### config.mk
export PLATFORM = sky130hd
export DESIGN_NAME = bbp_ctrl
export DESIGN_NICKNAME = d
export VERILOG_FILES = /design/src/bbp_pkg.sv /design/src/bbp_ctrl.sv
export SDC_FILE = /design/constraint.sdc
export NUM_CORES = 1
export LEC_CHECK = 0
export ABC_AREA = 1
export BUFFER_PORTS_ARGS = -buffer_cell sky130_fd_sc_hd__clkbuf_2
export CORE_UTILIZATION = 58
export CTS_BUF_LIST = sky130_fd_sc_hd__clkbuf_8
export CTS_CLUSTER_DIAMETER = 200
export CTS_CLUSTER_SIZE = 14
export DETAILED_ROUTE_END_ITERATION = 10
export PLACE_DENSITY = 0.95
export SYNTH_ARGS = -nofsm -noshare
export SYNTH_HDL_FRONTEND = slang
export SYNTH_SLANG_ARGS = --single-unit
### constraint.sdc
create_clock -name clk -period 1.85 [get_ports clk]
set_input_delay 0.0925 -clock clk [delete_from_list [all_inputs] [get_ports clk]]
set_output_delay 0.0925 -clock clk [all_outputs]
set_load 0.02 [all_outputs]
### src/bbp_pkg.sv
// Shared constants and types for the basic-block partitioner.
// No dependencies; the datapath, controller, top level and bench refer to it by scoped names.
package bbp_pkg;

  localparam int INSN_DEPTH = 64;
  localparam int IDX_W      = $clog2(INSN_DEPTH);
  localparam int CNT_W      = $clog2(INSN_DEPTH + 1);
  localparam int RESULT_CAP = 64;
  localparam int ADDR_W     = 64;

  localparam logic [6:0] NO_BLOCK = 7'h7F;

  typedef struct packed {
    logic pad;
    logic tgt;
    logic fin;
    logic br;
    logic cjmp;
    logic ujmp;
    logic call;
    logic ret;
  } flag_t;

  typedef struct packed {
    logic             found;
    logic [IDX_W-1:0] idx;
  } tidx_t;

  // controller -> datapath
  typedef struct packed {
    logic load;       // input beat taken
    logic lead_init;  // final beat taken, start leader pass
    logic lchk;       // flags of insn i are on the read port
    logic scmp;       // address j is on the read port
    logic split;      // assign block ids
    logic eskip;      // insn i does not close a block
    logic ebr;        // capture result
    logic eacc;       // result beat taken
  } cmd_t;

  // datapath -> controller
  typedef struct packed {
    logic ins_last;
    logic j_zero;
    logic jump_tgt;
    logic addr_match;
    logic blk_end;
    logic done;
  } sts_t;

endpackage

### src/bbp_ctrl.sv
// Controller: sequences load, leader search, block numbering and emission.
// Depends on bbp_pkg.
module bbp_ctrl (
  input  logic          clk,
  input  logic          rst_n,
  input  logic          in_valid,
  input  logic          in_last_insn,
  output logic          in_ready,
  output logic          out_valid,
  input  logic          out_ready,
  input  bbp_pkg::sts_t sts,
  output bbp_pkg::cmd_t cmd
);
  typedef enum logic [10:0] {
    S_LOAD = 11'b00000000001,
    S_LRD  = 11'b00000000010,
    S_LCHK = 11'b00000000100,
    S_SRD  = 11'b00000001000,
    S_SCMP = 11'b00000010000,
    S_SPL  = 11'b00000100000,
    S_ERD  = 11'b00001000000,
    S_ECHK = 11'b00010000000,
    S_EBR  = 11'b00100000000,
    S_EOUT = 11'b01000000000,
    S_IDLE = 11'b10000000000
  } state_t;

  state_t state_r, state_nxt;
  logic   in_acc, out_acc;

  assign in_ready  = (state_r == S_LOAD);
  assign out_valid = (state_r == S_EOUT);
  assign in_acc    = in_valid && in_ready;
  assign out_acc   = out_valid && out_ready;

  always_comb begin
    cmd           = '0;
    cmd.load      = in_acc;
    cmd.lead_init = in_acc && in_last_insn;
    cmd.lchk      = (state_r == S_LCHK);
    cmd.scmp      = (state_r == S_SCMP);
    cmd.split     = (state_r == S_SPL);
    cmd.eskip     = (state_r == S_ECHK) && !sts.blk_end;
    cmd.ebr       = (state_r == S_EBR);
    cmd.eacc      = out_acc;
  end

  always_comb begin
    state_nxt = state_r;
    unique case (state_r)
      S_LOAD: if (in_acc && in_last_insn) state_nxt = S_LRD;
      S_LRD:  state_nxt = S_LCHK;
      S_LCHK: begin
        if (sts.jump_tgt) state_nxt = S_SRD;
        else state_nxt = sts.ins_last ? S_SPL : S_LRD;
      end
      S_SRD:  state_nxt = S_SCMP;
      S_SCMP: begin
        if (sts.addr_match || sts.j_zero) state_nxt = sts.ins_last ? S_SPL : S_LRD;
        else state_nxt = S_SRD;
      end
      S_SPL:  if (sts.ins_last) state_nxt = S_ERD;
      S_ERD:  state_nxt = S_ECHK;
      S_ECHK: state_nxt = sts.blk_end ? S_EBR : S_ERD;
      S_EBR:  state_nxt = S_EOUT;
      S_EOUT: if (out_acc) state_nxt = sts.done ? S_LOAD : S_ERD;
      S_IDLE: state_nxt = S_LOAD;
      default: state_nxt = S_LOAD;
    endcase
  end

  always_ff @(posedge clk) begin
    if (!rst_n) begin
      state_r <= S_IDLE;
    end else begin
      state_r <= state_nxt;
    end
  end
endmodule

Word-level counts from Yosys, hierarchy flattened
Index checks and enable logic that the tools add are counted.

storage, ports and cells
  register bits after elaboration = 11
  bits of input ports = 11

operators by class
  eq/ne operators = 13
  muxes and demuxes = 9
  reduce and logical (&&, ||, !) cells = 7

operators with widths
  cell                  number
  $pmux 11 s10          1
  $mux 11               3
  $mux 6                3
  $eq 11x1->1 const B   1
  $eq 11x10->1 const B  1
  $eq 11x2->1 const B   1
  $eq 11x3->1 const B   1
  $eq 11x4->1 const B   1
  $eq 11x5->1 const B   1
  $eq 11x6->1 const B   1
  $eq 11x7->1 const B   1
  $eq 11x8->1 const B   1
  $eq 11x9->1 const B   1
  $mux 9                1
  $mux 7                1
  $logic_and 1x1->1     4
  $ne 2x1->1 const B    2
  $reduce_and 3->1      1
  $ne 2x2->1 const B    1
  $logic_not 1->1       1
  $logic_or 1x1->1      1

Depth between registers and ports, before layout
Gate-level depths: netlist of run 1.

  word-level depth = 5
  mapped depth = 11
  mapped depth without buffers = 11

Worst setup path before layout of run 1
Ideal clock, no wire load.

  path type = register -> register
  from = reg state_r[8]
  to = reg state_r[1]
  arrival time = 1.318 ns
  data required time = 1.734 ns
  path slack = 0.416 ns
  cell stages (with the launch flop) = 9
  buffers on the path = 0
  clock period less this slack = 1.434 ns
  cell sequence = dfxtp_1 > nor2_4 > nand2_4 > nor3_2 > nand2_2 > nand2_4 > nor2_4 > nand3_1 > nor2_1

RTL lines
  item                    line            RTL
  from (decl)             bbp_ctrl.sv:28  state_t state_r, state_nxt;
  from (signal assigned)  bbp_ctrl.sv:76  state_r <= state_nxt;

==> results of run 1 <==
[through the flow]
stage	worst slack, ns	utilization	cell area [um^2]	hold WS (ns)
floorplan	0.4162	-	804.5	0.2016
finish	0.2734	0.7327	953.4	0.08176
detailed placement	0.5003	0.6981	908.4	0.3323
global route	0.1589	0.7327	953.4	0.1015
global placement	0.5209	0.6981	908.4	0.3355
CTS	0.2581	0.7327	953.4	0.08169
[how the worst max path moves through the flow]
| stage | from | to | slack [ns] | cells after the start |
|---|---|---|---|---|
| 6_report | state_r[4] | cmd[6] | 0.27 | 6 |
| 5_1_grt | state_r[4] | cmd[6] | 0.16 | 6 |
| 4_1_cts | state_r[4] | cmd[6] | 0.26 | 6 |
| 3_5_place_dp | state_r[4] | state_r[1] | 0.50 | 10 |
| 3_3_place_gp | state_r[4] | state_r[6] | 0.52 | 10 |
| 2_1_floorplan | state_r[8] | state_r[1] | 0.42 | 8 |
[area by class of cell]
cell class              instances  share of cell area
flip-flops and latches         11              0.2310
well taps                      15             0.01969
repair buffers                 20              0.1050
clock inverters                 1            0.003937
inverters                      26              0.1050
clock buffers                   3             0.04331
multi-input cells              81              0.4921
[kinds of logic (layout without fill, tap and decap cells)]
group / Yosys count / after routing / share of synthesized area
AND/OR/NAND/NOR: 75 / 75 / 0.5334
buffers and inverters: 28 / 50 / 0.1431
flip-flops: 11 / 11 / 0.2737
AO/OA/AOI/OAI: 6 / 6 / 0.04977
[worst max-delay path, stage by stage, from the launching register on]
cell and delay [ns]:
dfxtp_1 0.33, nor2_2 0.19, nand2_4 0.10, nor2_8 0.15, nand2_4 0.09, nor3b_1 0.18
clkbuf_2 0.19
[cells in the mapped netlist, types with 2 or more instances]
cell and n:
nand2_1 26, inv_1 24, nor2_1 17, dfxtp_1 11, nand2_4 6, nand3_1 6, nor2_4 5, nor3_1 5
a21oi_1 3, nand2_2 3, buf_4 2, nand3_2 2
[per-layer routing]
metal	wire length, um	share of wire	vias up
li1	-	-	404
met1	736	0.43	350
met2	894	0.52	28
met3	72	0.042	4
met4	21	0.012	0
met5	0	0	-
[power breakdown]
| part | switching (mW) | leakage (nW) | internal [mW] |
|---|---|---|---|
| logic | 0.0466 | 0.441 | 0.0269 |
| registers | 0.00320 | 0.0893 | 0.240 |
| clock network | 0.0977 | 0.0269 | 0.146 |
==> impl_metrics.csv, run 1 <==
group,metric,value,unit
detailed_routing,ant_nets,0,
placed_design,gp_congestion,0.8911,
global_routing,grtUsageMet2,0.4708,
setup_path,r2r_start,"state_r[4]",
cells_and_area,layout.cells.non_filler,157,
setup_path,cp.required,1.76,ns
global_routing,top_usage_layer,"met2",
cts,cts_setup_buffers,0,
pwr,power_leakage,0.5574,nW
synthesis,synth_ff_type,"dfxtp_1",
placed_design,io_buffers,20,
timing,min_period,1.577,ns
cts,tritoncts,"done",
setup_path,arrival,1.48,ns
timing,max_freq,0.6343,GHz
cells_and_area,final_cell_mix,"nand2_1, inv_1, clkbuf_2",
timing,clock_skew,0.001515,ns
timing,rsz0062_at_grt,"no",
floorplan,io_pins,21,
timing,finalSetupViolCount,0,
worst_hold_path,hold_class,"primary input to flop",
cells_and_area,layout_commonest_cell,"nand2_1",
cells_and_area,drive_above_1_share,0.3239,
worst_hold_path,hold_end,"state_r[8]",
synthesis,syn_avg_cell_area,6.704,um^2
floorplan,placementRows,13,
timing,hold_viol_final,0,
synthesis,netlist_instances,120,
cts,clk_pin_slew,0.05,ns
timing,tightest_slew,0.3297,ns
worst_hold_path,hp-start,"sts[1]",
pwr,vdd_drop_max,0.3582,mV
setup_path,critPathMaxFanout,6,
timing,slew_headroom,0.7785,
detailed_routing,viasPerCell,5.006,
detailed_routing,drtIter0Drc,19,
cts,clockBufferDepth,2,
synthesis,synth_seq_area_share,0.2737,
worst_hold_path,holdPathStages,3,
setup_path,end_kind,"output pin",
detailed_routing,drc_errors,0,
cells_and_area,largest_reg_flops,11,
global_routing,met1_usage,0.2931,
cts,cts.repair.resized,0,
floorplan,die_h,39.25,um
cts,htree_levels,1,
synthesis,synth_edf_count,0,
setup_path,cp-start-kind,"flop",
synthesis,syn_area,804.5,um^2
detailed_routing,vias,786,
global_routing,grt_max_degree,11,
run,maxCapViolations,0,
setup_path,r2r-end,"state_r[0]",
timing,tns,0,ns
global_routing,grtUsageMet3,0.03468,
cells_and_area,layout.nets,154,
global_routing,globalRouteTotalUtil,0.2610,
cells_and_area,fillers,103,
global_routing,antenna_found_initial,0,
synthesis,async_reset_ff_frac,0,
cells_and_area,areaGrowthSynthToFinish,18.51,%
placed_design,place_inst,153,
synthesis,ys_warn_count,0,
detailed_routing,dr.pass1.iters,4,
cells_and_area,seqCellArea,220.2,um^2
detailed_routing,routedWlPerCell,10.99,um
setup_path,rr_worst_depth,10,
cells_and_area,num_antenna_cells,0,
floorplan,start_util,0.6183,
floorplan,die_area,1540,um^2
cts,insertion_delay,0.24,ns
placed_design,hpwl,1.365,mm
pwr,finalPower,0.5612,mW
global_routing,gr-total-overflow,0,
pwr,power_density,588.7,nW/um^2
synthesis,ys_ff_latch,11,
status,run_status,"completed",
floorplan,core-area,1301,um^2
synthesis,ys_types,22,
synthesis,yosys.area.top_type_share,0.2737,
cells_and_area,multi_input_area,469.2,um^2
synthesis,syn_nets,131,
cts,cts_root_buffer,"clkbuf_8",
cells_and_area,reg_top3,"state_r (11)",
timing,fin_crit_sh,0.8522,
floorplan,fp.dieW,39.25,um
cts,clock-sinks,11,
global_routing,grt_pass1_vias,653,
synthesis,netlist_top_cells_area,"dfxtp_1, nand2_1, inv_1",
cts,ctsHoldBuffers,0,
setup_path,crit_type,"flop to output pin",
synthesis,yosys.area.top_type,"dfxtp_1",
setup_path,r2r_slack,0.49,ns
cts,cts_buffers,3,
global_routing,grt_first_pass_wirelength,2.622,mm
detailed_routing,finalWirelength,1.725,mm
cells_and_area,largest-register,"state_r",
timing,drv_slew,0,
No activity file was read; power rests on OpenSTA's default activity.
==> run 2: changes to the inputs <==
--- a/config.mk
+++ b/config.mk
@@ -7,12 +7,14 @@
 export LEC_CHECK = 0
 export ABC_AREA = 1
 export BUFFER_PORTS_ARGS = -buffer_cell sky130_fd_sc_hd__clkbuf_2
-export CORE_UTILIZATION = 58
+export CORE_ASPECT_RATIO = 1.25
+export CORE_UTILIZATION = 40
 export CTS_BUF_LIST = sky130_fd_sc_hd__clkbuf_8
 export CTS_CLUSTER_DIAMETER = 200
 export CTS_CLUSTER_SIZE = 14
 export DETAILED_ROUTE_END_ITERATION = 10
-export PLACE_DENSITY = 0.95
+export MAX_ROUTING_LAYER = met4
+export PLACE_DENSITY = 0.72
 export SYNTH_ARGS = -nofsm -noshare
 export SYNTH_HDL_FRONTEND = slang
 export SYNTH_SLANG_ARGS = --single-unit
==> run 2 against run 1 <==
Net effect:
- fmax is essentially flat
- non-clock buffer count stayed put
- clock skew is 0.00084 ns lower
- critical path type unchanged
- largest cell class unchanged
==> impl_metrics.csv, run 2 (same netlist as run 1, synthesis figures left out) <==
group,metric,value,unit
status,run_status,"completed",
cts,cts.repair.resized,0,
global_routing,grt_pass1_vias,701,
timing,finalSetupViolCount,0,
detailed_routing,drc_errors,0,
floorplan,placementRows,17,
timing,fin_crit_sh,0.8524,
cts,ctsHoldBuffers,0,
timing,tns,0,ns
detailed_routing,ant_nets,0,
global_routing,grt_first_pass_wirelength,2.732,mm
timing,clock_skew,0.0006715,ns
setup_path,end_kind,"output pin",
setup_path,arrival,1.48,ns
cts,tritoncts,"done",
cts,cts_root_buffer,"clkbuf_8",
detailed_routing,viasPerCell,4.776,
timing,whs,0.09573,ns
cells_and_area,utilization,0.5239,
placed_design,place_inst,157,
placed_design,gp_congestion,0.8075,
cells_and_area,layout_commonest_cell,"nand2_1",
global_routing,globalRouteTotalUtil,0.1723,
cells_and_area,reg_top3,"state_r (11)",
cts,cts_setup_buffers,0,
floorplan,core-area,1829,um^2
setup_path,crit_type,"flop to output pin",
cts,insertion_delay,0.24,ns
cells_and_area,layout.nets,154,
cells_and_area,largest-register,"state_r",
pwr,power_density,584.5,nW/um^2
detailed_routing,finalWirelength,1.630,mm
floorplan,io_pins,21,
setup_path,critPathMaxFanout,6,
cts,clock-sinks,11,
timing,drv_slew,0,
timing,max_freq,0.6341,GHz
timing,tightest_slew,0.3185,ns
cts,clk_pin_slew,0.05,ns
cts,cts_buffers,3,
worst_hold_path,hold_class,"primary input to flop",
floorplan,fp.dieW,42.11,um
detailed_routing,drtIter0Drc,11,
cts,clockBufferDepth,2,
cts,htree_levels,1,
timing,hold_viol_final,0,
pwr,power_leakage,0.5574,nW
global_routing,grt_max_degree,11,
timing,min_period,1.577,ns
floorplan,die_area,2196,um^2
global_routing,gr-total-overflow,0,
floorplan,die_h,52.14,um
cells_and_area,areaGrowthSynthToFinish,19.13,%
placed_design,hpwl,1.350,mm
cells_and_area,final_cell_mix,"nand2_1, inv_1, clkbuf_2",
global_routing,antenna_found_initial,0,
timing,rsz0062_at_grt,"no",
cells_and_area,largest_reg_flops,11,
pwr,vdd_drop_max,0.3821,mV
setup_path,cp.required,1.76,ns
placed_design,io_buffers,20,
cells_and_area,drive_above_1_share,0.3239,
detailed_routing,vias,769,
timing,slew_headroom,0.7860,
detailed_routing,dr.pass1.iters,4,
cells_and_area,num_antenna_cells,0,
floorplan,start_util,0.4398,
setup_path,cp-start-kind,"flop",
cells_and_area,layout.cells.non_filler,161,
detailed_routing,routedWlPerCell,10.12,um
run,maxCapViolations,0,
-- run 2: cell counts in the layout (fill, tap and decap cells not counted) --
Identical to the previous run, type by type.
-- run 2: path summary, 6_finish.rpt --
kind / startpoint / end / slack (ns) / cells after the start
hold reg to reg: state_r[0] / state_r[2] / 0.58 / 3
setup reg to reg: state_r[4] / state_r[6] / 0.51 / 8
hold / removal: rst_n / state_r[2] / 0.1 / 3
setup / recovery: state_r[4] / cmd[6] / 0.27 / 6
-- run 2: layout make-up --
type | count | area [um^2]
fillers | 194 | 870.8
multi-input cells | 81 | 469.2
flip-flops and latches | 11 | 220.2
repair buffers | 20 | 100.1
inverters | 26 | 100.1
clock buffers | 3 | 41.29
well taps | 19 | 23.77
clock inverters | 1 | 3.754
-- run 2: through the flow --
step	instance area (um^2)	power, mW	worst slack (ns)
CTS	958.4	0.5658	0.2444
detailed placement	913.4	0.3222	0.5015
global route	958.4	0.5873	0.1502
finish	958.4	0.5602	0.2730
floorplan	804.5	0.3002	0.4162
global placement	913.4	0.3204	0.5062
-- run 2: per-layer routing --
layer | vias to the layer above | GRT usage | wire length, um
li1 | 406 | - | -
met1 | 334 | 0.1805 | 691
met2 | 23 | 0.3047 | 818
met3 | 6 | 0.03125 | 70
met4 | 0 | 0.09896 | 49
met5 | - | - | 0
-- run 2: where the power goes --
group          switching [mW]  internal (mW)
logic                  0.0463         0.0269
registers             0.00309          0.241
clock network          0.0971          0.146
-- run 2: critical path: stages, from the launching register on --
cell,delay [ns]
dfxtp_1,0.34
nor2_2,0.18
nand2_4,0.10
nor2_8,0.15
nand2_4,0.09
nor3b_1,0.19
clkbuf_2,0.20
==> run 3: changes to the inputs <==
--- a/config.mk
+++ b/config.mk
@@ -5,7 +5,6 @@
 export SDC_FILE = /design/constraint.sdc
 export NUM_CORES = 1
 export LEC_CHECK = 0
-export ABC_AREA = 1
 export BUFFER_PORTS_ARGS = -buffer_cell sky130_fd_sc_hd__clkbuf_2
 export CORE_ASPECT_RATIO = 1.25
 export CORE_UTILIZATION = 40
@@ -14,7 +13,7 @@
 export CTS_CLUSTER_SIZE = 14
 export DETAILED_ROUTE_END_ITERATION = 10
 export MAX_ROUTING_LAYER = met4
-export PLACE_DENSITY = 0.72
+export PLACE_DENSITY = 0.73
 export SYNTH_ARGS = -nofsm -noshare
 export SYNTH_HDL_FRONTEND = slang
 export SYNTH_SLANG_ARGS = --single-unit
==> run 3 against run 2 <==
Net effect:
- the run now ends with setup timing left
- global-route usage grew 11 points
- combinational power grew 50%
- largest cell class unchanged
- synthesized cell count shrank 22%
- hold slack gained 0.017 ns
- non-clock buffer count grew 21
- utilization grew 15 points
- flip-flop and latch count is the same
- cell area grew 24%
- clock skew grew 0.00054 ns
- synthesized area shrank 5.9%
- power grew 7.5%
- routed wire length grew 58%
==> impl_metrics.csv, run 3 <==
group,metric,value,unit
global_routing,antenna_found_initial,0,
cells_and_area,areaGrowthSynthToFinish,57.19,%
timing,layout_setup_ws,-0.3120,ns
cts,cts_buffers,3,
pwr,vdd_drop_max,0.6152,mV
global_routing,globalRouteTotalUtil,0.2870,
cts,clk_pin_slew,0.05,ns
placed_design,post-place-ws,-0.2059,ns
synthesis,synth_seq_area_share,0.2909,
timing,finalSetupViolCount,14,
timing,min_period,2.162,ns
floorplan,start_util,0.4288,
setup_path,cp.required,1.76,ns
pwr,power_leakage,0.5151,nW
floorplan,die_h,50.64,um
cells_and_area,largest-register,"state_r",
synthesis,async_reset_ff_frac,0,
timing,slew_headroom,0.7357,
timing,tns,-2.422,ns
pwr,power_density,506.2,nW/um^2
run,maxCapViolations,0,
cells_and_area,num_antenna_cells,0,
cells_and_area,reg_top3,"state_r (11)",
setup_path,slowest_delay,0.56,ns
placed_design,hpwl,1.647,mm
synthesis,syn_avg_cell_area,8.053,um^2
placed_design,io_buffers,20,
setup_path,cp-start-kind,"flop",
global_routing,grt_max_degree,9,
synthesis,yosys.area.top_type,"dfxtp_1",
worst_hold_path,hold_class,"primary input to flop",
synthesis,ys_ff_latch,11,
status,run_status,"finished with violations",
cts,htree_levels,1,
detailed_routing,finalWirelength,2.576,mm
synthesis,netlist_top_cells_area,"dfxtp_1, nor4_1, nand2_1",
setup_path,arrival,2.07,ns
cells_and_area,layout.nets,145,
setup_path,crit_chain,"or4_4 > or3_4 > buf_6 > nor2_4 > and2_1 > clkbuf_8",
timing,max_freq,0.4625,GHz
placed_design,place_inst,142,
synthesis,ys_types,35,
global_routing,gr-total-overflow,0,
synthesis,ys_warn_count,0,
detailed_routing,drtIter0Drc,43,
synthesis,yosys-top-cells-count,"dfxtp_1, nand2_1, nor4_1, nor2_1, o21ai_0",
global_routing,grt_pass1_vias,860,
detailed_routing,dr.pass1.iters,4,
cts,insertion_delay,0.25,ns
setup_path,critPathMaxFanout,4,
detailed_routing,ant_nets,0,
status,violations,"setup timing",
placed_design,gp_congestion,0.8905,
setup_path,crit_slowest_cell,"or4_4",
synthesis,synth_edf_count,0,
cells_and_area,drive_above_1_share,0.5188,
timing,drv_slew,0,
cts,clockBufferDepth,2,
timing,clock_skew,0.001214,ns
detailed_routing,routedWlPerCell,16.95,um
cts,tritoncts,"done",
detailed_routing,vias,917,
timing,hold_viol_final,0,
floorplan,core-area,1765,um^2
synthesis,yosys.area.top_type_share,0.2909,
setup_path,end_kind,"output pin",
cells_and_area,largest_reg_flops,11,
detailed_routing,drc_errors,0,
synthesis,netlist_instances,94,
cells_and_area,fillers,121,
cells_and_area,layout_commonest_cell,"buf_4",
floorplan,placementRows,17,
worst_hold_path,holdPathStages,3,
timing,tightest_slew,0.3929,ns
cells_and_area,multi_input_area,580.6,um^2
synthesis,syn_area,757.0,um^2
floorplan,io_pins,21,
cells_and_area,seqCellArea,221.5,um^2
cells_and_area,layout.cells.non_filler,152,
global_routing,grt_first_pass_wirelength,3.836,mm
cts,ctsHoldBuffers,0,
cts,cts_root_buffer,"clkbuf_8",
synthesis,syn_nets,105,
synthesis,synth_most_common_cell,"dfxtp_1",
detailed_routing,viasPerCell,6.033,
cells_and_area,final_cell_mix,"buf_4, clkbuf_2, dfxtp_1",
setup_path,r2r_slack,-0.26,ns
timing,rsz0062_at_grt,"yes",
setup_path,crit_type,"flop to output pin",
floorplan,die_area,2071,um^2
timing,fin_crit_sh,1.169,
floorplan,fp.dieW,40.91,um
setup_path,rr_worst_depth,6,
cts,clock-sinks,11,
synthesis,synth_ff_type,"dfxtp_1",
## run 3: cell count changes in the layout (fill, tap and decap cells not counted), sizes merged, moves of 4 or more
cell	delta
nand3	-6
or4	+4
o21ai	+4
buf	+25
nor4	+9
nand2	-26
nor2	-16
inv	-23
clkbuf	-4
## run 3: cell type report
type,count,area share
multi-input cells,74,0.4879
flip-flops and latches,11,0.1861
clock inverters,1,0.003155
well taps,19,0.01998
repair buffers,41,0.2587
clock buffers,3,0.03470
inverters,3,0.009464
## run 3: timing repair
item / in CTS / in global routing
pin swaps: 2 / 5
buffers inserted: 5 / 1
resized for setup: 14 / 14
endpoints found under the setup margin: 14 / 15
## run 3: routing by layer
| layer | part of all wire | GRT usage | up-vias |
|---|---|---|---|
| li1 | - | - | 423 |
| met1 | 0.36 | 0.3000 | 427 |
| met2 | 0.52 | 0.4453 | 53 |
| met3 | 0.061 | 0.06195 | 14 |
| met4 | 0.054 | 0.2056 | 0 |
| met5 | 0 | - | - |
## run 3: critical path, delay by kind of cell, from the launching register on
family / cells / cell delay [ns]
buf+inv: 2 / 0.29
simple gates: 4 / 1.22
flops: 1 / 0.32
## run 3: power breakdown
group          internal (mW)  switching [mW]  total (mW)
Clock                  0.147           0.103       0.250
Combinational         0.0529          0.0574       0.110
Sequential             0.240         0.00187       0.242
Total                  0.440           0.162       0.602
## run 3: worst paths after layout
check        startpoint         end
min              sts[5]  state_r[5]
min reg2reg  state_r[2]  state_r[4]
max reg2reg  state_r[4]  state_r[1]
max          state_r[4]      cmd[0]
## run 3: metrics by stage
step                hold slack, ns  total power, mW    util  cell area [um^2]
floorplan                   0.1814           0.2956       -             789.5
global placement            0.3512           0.3328  0.5578             984.7
detailed placement          0.3525           0.3332  0.5578             984.7
CTS                         0.1010           0.5871  0.6421              1134
global route                0.1180           0.6131  0.6740              1190
finish                      0.1130           0.6023  0.6740              1190
## run 3: logic make-up after synthesis
logic type	share of synthesized area
compound gates	0.1207
xor+xnor	0.04629
buf+inv	0.08593
flops	0.2909
simple gates	0.4562
